[config.mk]
export PLATFORM = sky130hd
export DESIGN_NAME = byte_serial_accumulator_interpreter_flat
export DESIGN_NICKNAME = d
export VERILOG_FILES = /design/src/design/bsai_pkg.sv /design/src/design/bsai_stream_if.sv /design/src/design/byte_serial_accumulator_interpreter.sv /design/src/flat_wrapper.sv
export SDC_FILE = /design/constraint.sdc
export NUM_CORES = 2
export LEC_CHECK = 0
export ABC_AREA = 1
export BUFFER_PORTS_ARGS = -buffer_cell sky130_fd_sc_hd__buf_2
export CAP_MARGIN = 30
export CELL_PAD_IN_SITES_DETAIL_PLACEMENT = 0
export CELL_PAD_IN_SITES_GLOBAL_PLACEMENT = 1
export CORE_MARGIN = 3
export CORE_UTILIZATION = 52
export CTS_CLUSTER_SIZE = 28
export DETAILED_ROUTE_END_ITERATION = 16
export PLACE_DENSITY = 0.85
export SLEW_MARGIN = 20
export SYNTH_ARGS = -nofsm -noshare
export SYNTH_HDL_FRONTEND = slang
export SYNTH_SLANG_ARGS = --single-unit
[constraint.sdc]
create_clock -name clk -period 7.3 [get_ports clk]
set_input_delay 0 -clock clk [delete_from_list [all_inputs] [get_ports clk]]
set_output_delay 0 -clock clk [all_outputs]
set_load 0.02 [all_outputs]
[src/design/bsai_pkg.sv]
// Package for the byte-serial accumulator interpreter.
// Types, constants and opcode helpers; no dependencies.
package bsai_pkg;

  localparam int MemDepth = 256;
  localparam int AccWidth = 16;
  localparam int MemAw = $clog2(MemDepth);

  typedef enum logic [1:0] {
    OP_EXEC   = 2'd0,
    OP_IGNORE = 2'd1,
    OP_MWRITE = 2'd2,
    OP_MREAD  = 2'd3
  } operation_t;

  typedef enum logic [2:0] {
    ST_MORE    = 3'd0,
    ST_DONE    = 3'd1,
    ST_SYSCALL = 3'd2,
    ST_DIVZERO = 3'd3,
    ST_MEMDONE = 3'd4
  } status_t;

  typedef enum logic [7:0] {
    OPC_LOAD  = 8'd1,
    OPC_STORE = 8'd2,
    OPC_AND   = 8'd3,
    OPC_OR    = 8'd4,
    OPC_NOT   = 8'd5,
    OPC_XOR   = 8'd6,
    OPC_ADD   = 8'd7,
    OPC_SUB   = 8'd8,
    OPC_MUL   = 8'd9,
    OPC_DIV   = 8'd10,
    OPC_MOD   = 8'd11,
    OPC_EQ    = 8'd12,
    OPC_GT    = 8'd13,
    OPC_LT    = 8'd14,
    OPC_GE    = 8'd15,
    OPC_LE    = 8'd16,
    OPC_JMP   = 8'd17,
    OPC_JT    = 8'd18,
    OPC_JF    = 8'd19,
    OPC_LDI   = 8'd20
  } opcode_t;

  typedef enum logic [3:0] {
    S_IDLE, S_ARG1, S_ARG2, S_IND, S_EXEC, S_DIV, S_DIVFIX, S_STORE, S_RESP, S_WAIT
  } state_t;

  typedef struct packed {
    logic [2:0]        status;
    logic signed [7:0] syscall_code;
    logic signed [7:0] syscall_arg_first;
    logic signed [7:0] syscall_arg_second;
    logic signed [7:0] read_data;
    logic              read_last_out;
    logic signed [15:0] accumulator_value;
    logic              condition_flag;
  } result_t;

  typedef struct packed {
    logic [1:0]        operation;
    logic signed [7:0] data_byte;
    logic [7:0]        mem_address;
    logic              read_last;
  } request_t;

  function automatic logic [1:0] arg_count(input logic [7:0] b);
    logic signed [7:0] v;
    v = b;
    if (v == 0 || v == 5 || v == -1) return 2'd0;
    if ((v >= 1 && v <= 20) || v == -3 || v == -4) return 2'd1;
    if (v == -2 || v == -5 || v == -6 || v == -7 || v == -10) return 2'd2;
    return 2'd0;
  endfunction

endpackage

[src/design/bsai_stream_if.sv]
// Valid/ready channel carrying one payload of type T.
// Payload type is set by parameter T; no package dependency.
interface bsai_stream_if #(parameter type T = logic) (input logic clk);
  logic valid;
  logic ready;
  T     data;
  modport source (output valid, output data, input ready);
  modport sink (input valid, input data, output ready);
endinterface

[src/design/byte_serial_accumulator_interpreter.sv]
// Byte-serial accumulator interpreter top level.
// Path: S_WAIT (registered memory read), S_ARG1, S_RESP; full instructions add S_EXEC,
// two-argument ones S_ARG2 and S_IND, indirect load S_STORE and S_DIVFIX; div/mod
// add the shared restoring divider (16 steps, one quotient bit per cycle), S_DIVFIX.
// One request in flight; the next is taken only after the result has been accepted.
// Reset (rst, synchronous): accumulator, flag and gathering state cleared;
// data memory is not cleared.
module byte_serial_accumulator_interpreter
  import bsai_pkg::*;
(
  input logic clk,
  input logic rst,
  bsai_stream_if.sink   in_ch,
  bsai_stream_if.source out_ch
);

  logic [7:0] mem [MemDepth];
  logic [7:0] mem_q;
  logic [MemAw-1:0] rd_addr;
  logic mem_we;
  logic [MemAw-1:0] wr_addr;
  logic [7:0] wr_data;

  state_t state, state_next;
  request_t req;
  logic signed [AccWidth-1:0] acc;
  logic cond, skipping;
  logic [7:0] ib0, ib1, ib2;
  logic [7:0] byte_index, bytes_expected;
  logic signed [7:0] x, y;
  logic [7:0] opc_len;
  logic [2:0] st;
  result_t res;
  logic res_valid;

  // divider
  logic [AccWidth-1:0] rem, quo, dvd;
  logic [7:0] dvs;
  logic [$clog2(AccWidth+1)-1:0] dcnt;
  logic [AccWidth:0] trial;
  logic neg_q, neg_r;

  always_ff @(posedge clk) begin
    if (mem_we) mem[wr_addr] <= wr_data;
    mem_q <= mem[rd_addr];
  end

  assign in_ch.ready = (state == S_IDLE) && !res_valid;
  assign out_ch.valid = res_valid;
  assign out_ch.data = res;

  always_comb begin
    state_next = state;
    unique case (state)
      S_IDLE: if (in_ch.valid && in_ch.ready) state_next = S_WAIT;
      default: state_next = state;
    endcase
  end

  assign trial = {rem[AccWidth-2:0], dvd[AccWidth-1]} - {{(AccWidth-7){1'b0}}, dvs};

  function automatic logic signed [7:0] res_arg(input logic [7:0] b, input logic [7:0] m);
    return b[7] ? m : b;
  endfunction

  always_ff @(posedge clk) begin
    mem_we <= 1'b0;
    if (out_ch.valid && out_ch.ready) res_valid <= 1'b0;
    unique case (state)
      S_IDLE: begin
        if (in_ch.valid && in_ch.ready) begin
          req <= in_ch.data;
          rd_addr <= (in_ch.data.operation == OP_MREAD) ? in_ch.data.mem_address[MemAw-1:0]
                     : MemAw'(in_ch.data.data_byte[6:0]);
          state <= S_WAIT;
        end
      end
      S_WAIT: state <= S_ARG1;   // registered read of rd_addr lands in mem_q
      S_ARG1: begin
        // memory read of mem_address or of the new byte's address settles now
        res <= '0;
        st <= ST_MORE;
        state <= S_RESP;
        unique case (operation_t'(req.operation))
          OP_MWRITE: begin
            mem_we <= 1'b1; wr_addr <= req.mem_address[MemAw-1:0];
            wr_data <= req.data_byte; st <= ST_MEMDONE;
          end
          OP_MREAD: begin
            st <= ST_MEMDONE;
            res.read_data <= mem_q; res.read_last_out <= req.read_last;
          end
          default: begin
            if (skipping) begin
              bytes_expected <= bytes_expected - 8'd1;
              if (bytes_expected == 8'd1) begin
                skipping <= 1'b0; byte_index <= '0; st <= ST_DONE;
              end
            end else begin
              if (byte_index == 0) begin
                ib0 <= req.data_byte; opc_len <= {6'd0, arg_count(req.data_byte)};
                bytes_expected <= {6'd0, arg_count(req.data_byte)};
                byte_index <= 8'd1;
                if (arg_count(req.data_byte) == 2'd0) state <= S_EXEC;
              end else begin
                if (byte_index == 8'd1) ib1 <= req.data_byte; else ib2 <= req.data_byte;
                byte_index <= byte_index + 8'd1;
                if (byte_index >= bytes_expected) begin
                  if (byte_index == 8'd1) begin
                    x <= res_arg(req.data_byte, mem_q);
                  end else begin
                    y <= res_arg(req.data_byte, mem_q);
                    rd_addr <= MemAw'(ib1[6:0]);
                  end
                  state <= (byte_index == 8'd1) ? S_EXEC : S_ARG2;
                end
              end
            end
          end
        endcase
      end
      S_ARG2: state <= S_IND;   // wait for first arg's memory byte
      S_IND: begin
        x <= res_arg(ib1, mem_q);
        state <= S_EXEC;
      end
      S_EXEC: begin
        byte_index <= '0; bytes_expected <= '0; st <= ST_DONE; state <= S_RESP;
        if ($signed(ib0) < 0) begin
          st <= ST_SYSCALL;
          res.syscall_code <= ib0;
          if (opc_len >= 8'd1) res.syscall_arg_first <= x;
          if (opc_len >= 8'd2) res.syscall_arg_second <= y;
        end else if (req.operation == OP_EXEC) begin
          unique case (ib0)
            OPC_LOAD: acc <= AccWidth'(x);
            OPC_LDI: begin rd_addr <= MemAw'(x); dcnt <= '0; state <= S_STORE; end
            OPC_STORE: begin
              mem_we <= 1'b1; wr_addr <= MemAw'(x); wr_data <= acc[7:0];
            end
            OPC_AND: acc <= acc & AccWidth'(x);
            OPC_OR:  acc <= acc | AccWidth'(x);
            OPC_NOT: acc <= ~acc;
            OPC_XOR: acc <= acc ^ AccWidth'(x);
            OPC_ADD: acc <= acc + AccWidth'(x);
            OPC_SUB: acc <= acc - AccWidth'(x);
            OPC_MUL: acc <= AccWidth'(acc * AccWidth'(x));
            OPC_DIV, OPC_MOD: begin
              if (x == 0) st <= ST_DIVZERO;
              else begin
                dvd <= acc[AccWidth-1] ? AccWidth'(-acc) : acc;
                dvs <= x[7] ? 8'(-x) : x;
                rem <= '0; dcnt <= '0;
                neg_q <= acc[AccWidth-1] ^ x[7]; neg_r <= acc[AccWidth-1];
                state <= S_DIV;
              end
            end
            OPC_EQ: cond <= acc == AccWidth'(x);
            OPC_GT: cond <= acc > AccWidth'(x);
            OPC_LT: cond <= acc < AccWidth'(x);
            OPC_GE: cond <= acc >= AccWidth'(x);
            OPC_LE: cond <= acc <= AccWidth'(x);
            OPC_JMP, OPC_JT, OPC_JF: begin
              if (ib0 == OPC_JMP || (ib0 == OPC_JT && cond) || (ib0 == OPC_JF && !cond)) begin
                skipping <= 1'b1; byte_index <= 8'd1;
                bytes_expected <= (x == 0) ? 8'd1 : x;
                st <= ST_MORE;
              end
            end
            default: ;
          endcase
        end
      end
      S_STORE: begin
        // with dcnt zero, wait for the pointer byte to reach mem_q
        if (dcnt == '0) dcnt <= dcnt + 1'b1;
        else begin
          rd_addr <= MemAw'(mem_q); dcnt <= dcnt + 1'b1; state <= S_DIVFIX;
        end
      end
      S_DIV: begin
        if (trial[AccWidth]) rem <= {rem[AccWidth-2:0], dvd[AccWidth-1]};
        else rem <= trial[AccWidth-1:0];
        quo <= {quo[AccWidth-2:0], ~trial[AccWidth]};
        dvd <= {dvd[AccWidth-2:0], 1'b0};
        dcnt <= dcnt + 1'b1;
        if (dcnt == AccWidth-1) begin dcnt <= '0; state <= S_DIVFIX; end
      end
      S_DIVFIX: begin
        state <= S_RESP;
        if (dcnt != 0) begin
          if (dcnt == 1) acc <= AccWidth'($signed(mem_q));
          else begin dcnt <= dcnt - 1'b1; state <= S_DIVFIX; end
        end else if (ib0 == OPC_DIV) acc <= neg_q ? AccWidth'(-quo) : quo;
        else acc <= neg_r ? AccWidth'(-rem) : rem;
      end
      S_RESP: begin
        res.status <= st;
        res.accumulator_value <= acc;
        res.condition_flag <= cond;
        res_valid <= 1'b1;
        state <= S_IDLE;
      end
      default: state <= S_IDLE;
    endcase
    if (rst) begin
      state <= S_IDLE; res_valid <= 1'b0; acc <= '0; cond <= 1'b0; skipping <= 1'b0;
      byte_index <= '0; bytes_expected <= '0; ib0 <= '0; ib1 <= '0; ib2 <= '0;
    end
  end

  logic unused;
  assign unused = ^{state_next, ib2};

endmodule

[src/flat_wrapper.sv]
// flat-port wrapper written by rule: the top's interface ports become plain ports
module byte_serial_accumulator_interpreter_flat import bsai_pkg::*;
  (clk, rst, in_ch_valid, in_ch_data, in_ch_ready, out_ch_valid, out_ch_data, out_ch_ready);
  bsai_stream_if #(.T(request_t)) in_ch_i (.clk(clk));
  bsai_stream_if #(.T(result_t)) out_ch_i (.clk(clk));
  input logic clk;
  input logic rst;
  input wire logic [$bits(in_ch_i.valid)-1:0] in_ch_valid;
  input wire logic [$bits(in_ch_i.data)-1:0] in_ch_data;
  output wire logic [$bits(in_ch_i.ready)-1:0] in_ch_ready;
  output wire logic [$bits(out_ch_i.valid)-1:0] out_ch_valid;
  output wire logic [$bits(out_ch_i.data)-1:0] out_ch_data;
  input wire logic [$bits(out_ch_i.ready)-1:0] out_ch_ready;
  assign in_ch_i.valid = in_ch_valid;
  assign in_ch_i.data = in_ch_data;
  assign in_ch_ready = in_ch_i.ready;
  assign out_ch_valid = out_ch_i.valid;
  assign out_ch_data = out_ch_i.data;
  assign out_ch_i.ready = out_ch_ready;
  byte_serial_accumulator_interpreter u_core (.clk(clk), .rst(rst), .in_ch(in_ch_i), .out_ch(out_ch_i));
endmodule
# Yosys cells after proc, flatten, opt, wreduce, memory -nomap -nowiden
# Memories as Yosys holds them, arrays and structs flattened. A register that Yosys moved wholly into a read port is not among the register bits.
# Index checks and enable logic that the tools add are counted.
[word_totals]
output_inout_bits = 55
word_cells = 359
reg_bits = 236
mem_bits_rw = 2048
romBits = 0
mem_count = 1
latchBits = 0
[classes]
n_lt_le_gt_ge = 10
add_sub_neg = 11
n_bitwise = 12
div_mod_pow = 0
reduce_logical = 57
shift = 0
n_eq_ne = 75
multipliers = 1
mux = 155
[mem_list]
columns = ["name", "words", "word_bits", "read_ports", "rd_ports_with_merged_regs", "wr", "line_no", "rtl"]
rows = [
  ["u_core.mem", 256, 8, 1, 1, 1, "byte_serial_accumulator_interpreter.sv:17", "logic [7:0] mem [MemDepth];"],
]
[op_table]
columns = ["cell", "n"]
rows = [
  ["$mux 8", 43],
  ["$mux 16", 17],
  ["$pmux 16 s8", 1],
  ["$eq 8x4->1 const B", 12],
  ["$pmux 16 s2", 3],
  ["$pmux 8 s2", 5],
  ["$logic_not 32->1", 2],
  ["$mux 4", 13],
  ["$eq 8x3->1 const B", 6],
  ["$eq 8x5->1 const B", 6],
  ["$neg 16->16", 3],
  ["$pmux 24 s2", 1],
  ["$mux 1", 36],
  ["$pmux 4 s9", 1],
  ["$pmux 17 s2", 1],
  ["$eq 8x1->1 const B", 4],
  ["$pmux 8 s4", 1],
  ["$mux 5", 6],
  ["$ne 2x2->1 const B", 14],
  ["$reduce_and 5->1", 5],
  ["$eq 8x2->1 const B", 3],
  ["$mux 24", 1],
  ["$mux 2", 11],
  ["$pmux 5 s4", 1],
  ["other kinds (62)", 125],
]

# Depth between registers and ports, before layout
[depth]
word_depth = 32
depth_mapped = 26
depth_no_buf = 24

# Least setup slack after synthesis
# OpenSTA, ideal clock, no wires.
[synth_timing]
path_type = "register to register"
from = "register u_core.x[7]"
to = "register u_core.acc[8]"
period_less_slack_ns = 5.150
arrival_ns = 5.018
path_stages_with_launch = 20
setup_slack_ns = 2.150
required_ns = 7.168
path_buffers = 1
setup_ns = 0.132
cell_sequence = "edfxtp_1 -> inv_1 -> buf_1 -> fa_1 -> fa_1 -> inv_1 -> fa_1 -> inv_1 -> fa_1 -> inv_1 -> ha_1 -> inv_1 -> a21oi_1 -> or2_2 -> or2_2 -> nand3_1 -> nand3_1 -> nand3b_1 -> nand2_1 -> a21oi_1"
[synth_between]
elab_chain_cells = 5
elab_cells_between_ends = 10
[synth_rtl]
columns = ["item", "line_no", "rtl"]
rows = [
  ["from (decl)", "byte_serial_accumulator_interpreter.sv:30", "logic signed [7:0] x, y;"],
  ["from (signal assigned)", "byte_serial_accumulator_interpreter.sv:110", "x <= res_arg(req.data_byte, mem_q);"],
  ["from (signal assigned)", "byte_serial_accumulator_interpreter.sv:124", "x <= res_arg(ib1, mem_q);"],
  ["$mul 16x8->16, or another cell as far along", "byte_serial_accumulator_interpreter.sv:147", "OPC_MUL: acc <= AccWidth'(acc * AccWidth'(x));"],
  ["$pmux 16 s8 *", "byte_serial_accumulator_interpreter.sv:135", "unique case (ib0)"],
  ["$mux 16 *", "byte_serial_accumulator_interpreter.sv:134", "end else if (req.operation == OP_EXEC) begin"],
  ["$mux 16 *", "byte_serial_accumulator_interpreter.sv:129", "if ($signed(ib0) < 0) begin"],
  ["$pmux 16 s2 *", "byte_serial_accumulator_interpreter.sv:69", "unique case (state)"],
  ["to (signal assigned)", "byte_serial_accumulator_interpreter.sv:136", "OPC_LOAD: acc <= AccWidth'(x);"],
  ["to (signal assigned)", "byte_serial_accumulator_interpreter.sv:141", "OPC_AND: acc <= acc & AccWidth'(x);"],
  ["to (signal assigned)", "byte_serial_accumulator_interpreter.sv:142", "OPC_OR: acc <= acc | AccWidth'(x);"],
  ["to (decl)", "byte_serial_accumulator_interpreter.sv:26", "logic signed [AccWidth-1:0] acc;"],
]
# Mark *: on every way between the ends. The rest lies on a longest branch, timed or not. The select of a mux whose other input is x is not followed.
# A chain may end at the register's enable or synchronous reset.

# Worst setup path in the final report
[layout_timing]
from = "register u_core.x[7]"
to = "register u_core.acc[11]"
# The elaborated chain is that of the path after synthesis.

==> reports/results.txt <==
most frequent cells after synthesis: 2228 x edfxtp_1, 1556 x nor2_1, 1167 x nand2_1
Max Cap Viol: 0
total negative slack: 0 ns
Boundary Pins: 78
first element of the critical path: u_core.x[7]
Layout Area Growth over Synthesis: 9.62%
unrepaired setup endpoints after global routing: no
pin count of the biggest net entering global routing: 296
number of design rule violations left after detail routing: 0
number of instances resized during post-cts repair: 0
share of the synthesized area in the top cell type: 0.667
most used cell along the critical path: nand2_1
dominant cell type by area after synthesis: edfxtp_1
maximum clock rate: 199 MHz
global-route wire length before repair: 413000 microns
cell area after synthesis: 100000 sq um
Final #Nets: 9027
launch point of the worst reg-to-reg path: u_core.x[7]
final clock skew: 0.0573 ns
clock transition at the registers of the reported paths: 0.06 ns
Skew-Pair Late Insertion Delay: 0.87 ns
Fillers: 15500
overall routing resource usage: 0.274
run status: finished, final reports clean
root cell of the clock tree: clkbuf_16
clock buffer count from CTS: 221
Pre-antenna DRT Iters: 6
Post-Route Utilization: 0.576
vias in the first global route: 65700
Critical R2R Capture: u_core.acc[11]
Reg2Reg Setup Slack: 2.28 ns
critical path's largest stage delay: 0.55 ns
number of instances in the synthesized netlist: 8944
warning count from the yosys run: 0
type of origin of the critical path: register
routed wire length: 278000 microns
net count after synthesis: 9145
type of the most critical hold path: in2reg
Row Count: 160
critical path fanouts, max: 26
fraction of final layout cells sized beyond drive strength 1: 0.0609
category of the worst setup path capture point: register
placeable core region: 191000 sq um
period utilization: 0.687
pre-CTS worst setup slack: 2.23 ns
htree depth: 4
synthesized area per cell: 11.2 sq um
cells taking the most area after synthesis: edfxtp_1 67%, nor2_1 5.8%, o21ai_0 5.8%, nand2_1 4.4%, o22ai_1 3.3%
required time at the endpoint of the critical path: 8.00 ns
multi-input gate area in the final layout: 27800 sq um
routed wire length per instance: 24.1 microns
largest buffer count on any clock path: 3
antenna violations before repair: 6
number of enable flip-flop cells after synthesis: 2228
residual overflow from global routing: 0
number of routed nets with antenna violations: 0
TritonCTS Sinks: 2292
CP Cell Sequence: buf_4 -> inv_1 -> buf_4 -> nor2_1 -> fa_1 -> fa_1 -> fa_1 -> inv_1 -> fa_1 -> inv_1 -> ha_1 -> nand2_1 -> nand2_1 -> o21bai_1 -> a21oi_1 -> or2_2 -> nand3_1 -> nand2_1 -> nor2_1 -> nand2_1 -> nand2_1 -> a21oi_1
Storage cell area: 68200 sq um
Die Width: 445 microns
slew margin rel.: 0.211
DIE AREA: 198000 sq um
WS Path Type: reg2reg
detail-routed via count per cell: 6.08
starting utilization of the core area: 0.525
final number of hold-violating endpoints: 0
pin slew with the least headroom to its limit: 1.18 ns
top-count cell post-synth: edfxtp_1
peak supply drop: 0.397 mV
Die Ht: 445 microns
Period minus WS final: 5.02 ns
crit path max-delay cell type: fa_1
ys async rst share: 0
total via count after detailed routing: 70100
Setup-failing EPs final: 0
flop and latch count out of synthesis: 2292
clock tree from TritonCTS: done
number of port buffers: 77
smallest setup slack after layout: 2.28 ns
portion of the post-synthesis area used by sequential elements: 0.680
number of distinct library cell variants in the gate-level netlist after synthesis: 55
Critical path destination: u_core.acc[11]
data arrival time of the critical path: 5.72 ns
Iter 0 DRT Violations: 9028
count of pins over their slew limit: 0
cell leakage power: 38.0 nW
P per Cell Area: 367 nW/um^2
Main synth FF type: edfxtp_1
post-detailed-placement half-perimeter wirelength: 157000 microns
global placement routability congestion: 0.912
R2R depth: 22
-- layout make-up --
type | count | area share
inverter | 474 | 0.0166
multi-input combinational | 5612 | 0.253
sequential | 2292 | 0.620
tap | 2511 | 0.0286
clock buffer | 275 | 0.0530
timing repair buffer | 225 | 0.0178
clock inverter | 137 | 0.0108
antenna | 5 | 0.000114
-- metrics by stage --
stage               hold WS, ns  area (sq um)  total power [mW]  cells
global placement          0.176        102000              28.8  11100
global route              0.133        110000              42.2  11500
CTS                      0.0748        110000              40.1  11500
detailed placement        0.179        102000              29.1  11100
finish                    0.157        110000              40.3  11500
floorplan                0.0989        100000              24.8   8944
-- worst max-delay path: cells and delay by family (launching register included) --
kind,cells,cell delay [ns]
buf+inv,5,0.98
compound gates,3,0.29
fa+ha+maj,5,2.31
simple gates,9,0.90
flops,1,0.36
-- flip-flops by register name (all words and copies together), names as in the netlist, 16 cells and up --
signal and flops:
u_core.rem 16, u_core.mem 2048, u_core.req 19, u_core.dvd 16
u_core.quo 16, u_core.acc 16, u_core.out_ch.data 53
-- per-layer routing --
metal | wire [microns] | vias to the layer above | track usage
li1 | - | 31600 | -
met1 | 113000 | 34300 | 0.393
met2 | 127000 | 3674 | 0.418
met3 | 29200 | 526 | 0.0578
met4 | 8940 | 10 | 0.0921
met5 | 155 | - | 0.00342
-- where the power goes --
part	internal (mW)	switching [mW]	total, mW	leakage [nW]
clock	6.16	4.95	11.1	3.42
sequential	15.0	0.342	15.4	20.6
combinational	3.69	10.1	13.8	13.9
total	24.9	15.4	40.3	38.0
-- cell usage in the layout, fill, tap and decap left out, types with 14 or more instances in the layout --
cell type,count
a21oi_1,155
a31oi_1,14
buf_12,20
buf_2,77
buf_4,78
bufinv_16,14
clkbuf_1,47
clkbuf_16,223
clkinv_1,54
clkinv_2,49
dfxtp_1,64
dlygate4sd3_1,43
edfxtp_1,2228
fa_1,64
ha_1,114
inv_1,460
nand2_1,1167
nand3_1,621
nand4_1,24
nor2_1,1555
nor3_1,34
o211ai_1,16
o21ai_0,1158
o22ai_1,524
xor2_1,30
-- timing repair --
action / 4_1_cts / 5_1_grt
hold buffers: 43 / 0
setup endpoints to repair: 0 / 0
hold endpoints to repair: 73 / 0
buffers inserted: 0 / 0
-- how the worst min path moves through the flow --
| stage | slack (ns) | from | cells after the start | to |
|---|---|---|---|---|
| 5_1_grt | 0.13 | in_ch_data[6] | 4 | u_core.rd_addr[5] |
| 3_5_place_dp | 0.18 | in_ch_data[16] | 1 | u_core.req[16] |
| 3_3_place_gp | 0.18 | in_ch_data[0] | 1 | u_core.req[0] |
| 4_1_cts | 0.07 | in_ch_data[6] | 4 | u_core.rd_addr[5] |
| 2_1_floorplan | 0.1 | in_ch_data[0] | 0 | u_core.req[0] |
| 6_report | 0.16 | in_ch_data[6] | 4 | u_core.rd_addr[5] |
-- cells by family after synthesis --
| logic type | Yosys count | synth area share |
|---|---|---|
| and+or+nand+nor | 3460 | 0.141 |
| DFF | 2292 | 0.680 |
| AOI/OAI and AO/OA | 1937 | 0.106 |
| buffers and inverters | 1040 | 0.0433 |
| adders and majority gates | 178 | 0.0270 |
| xor gates and xnor gates | 37 | 0.00323 |
Power figures use the tool's default switching activity.
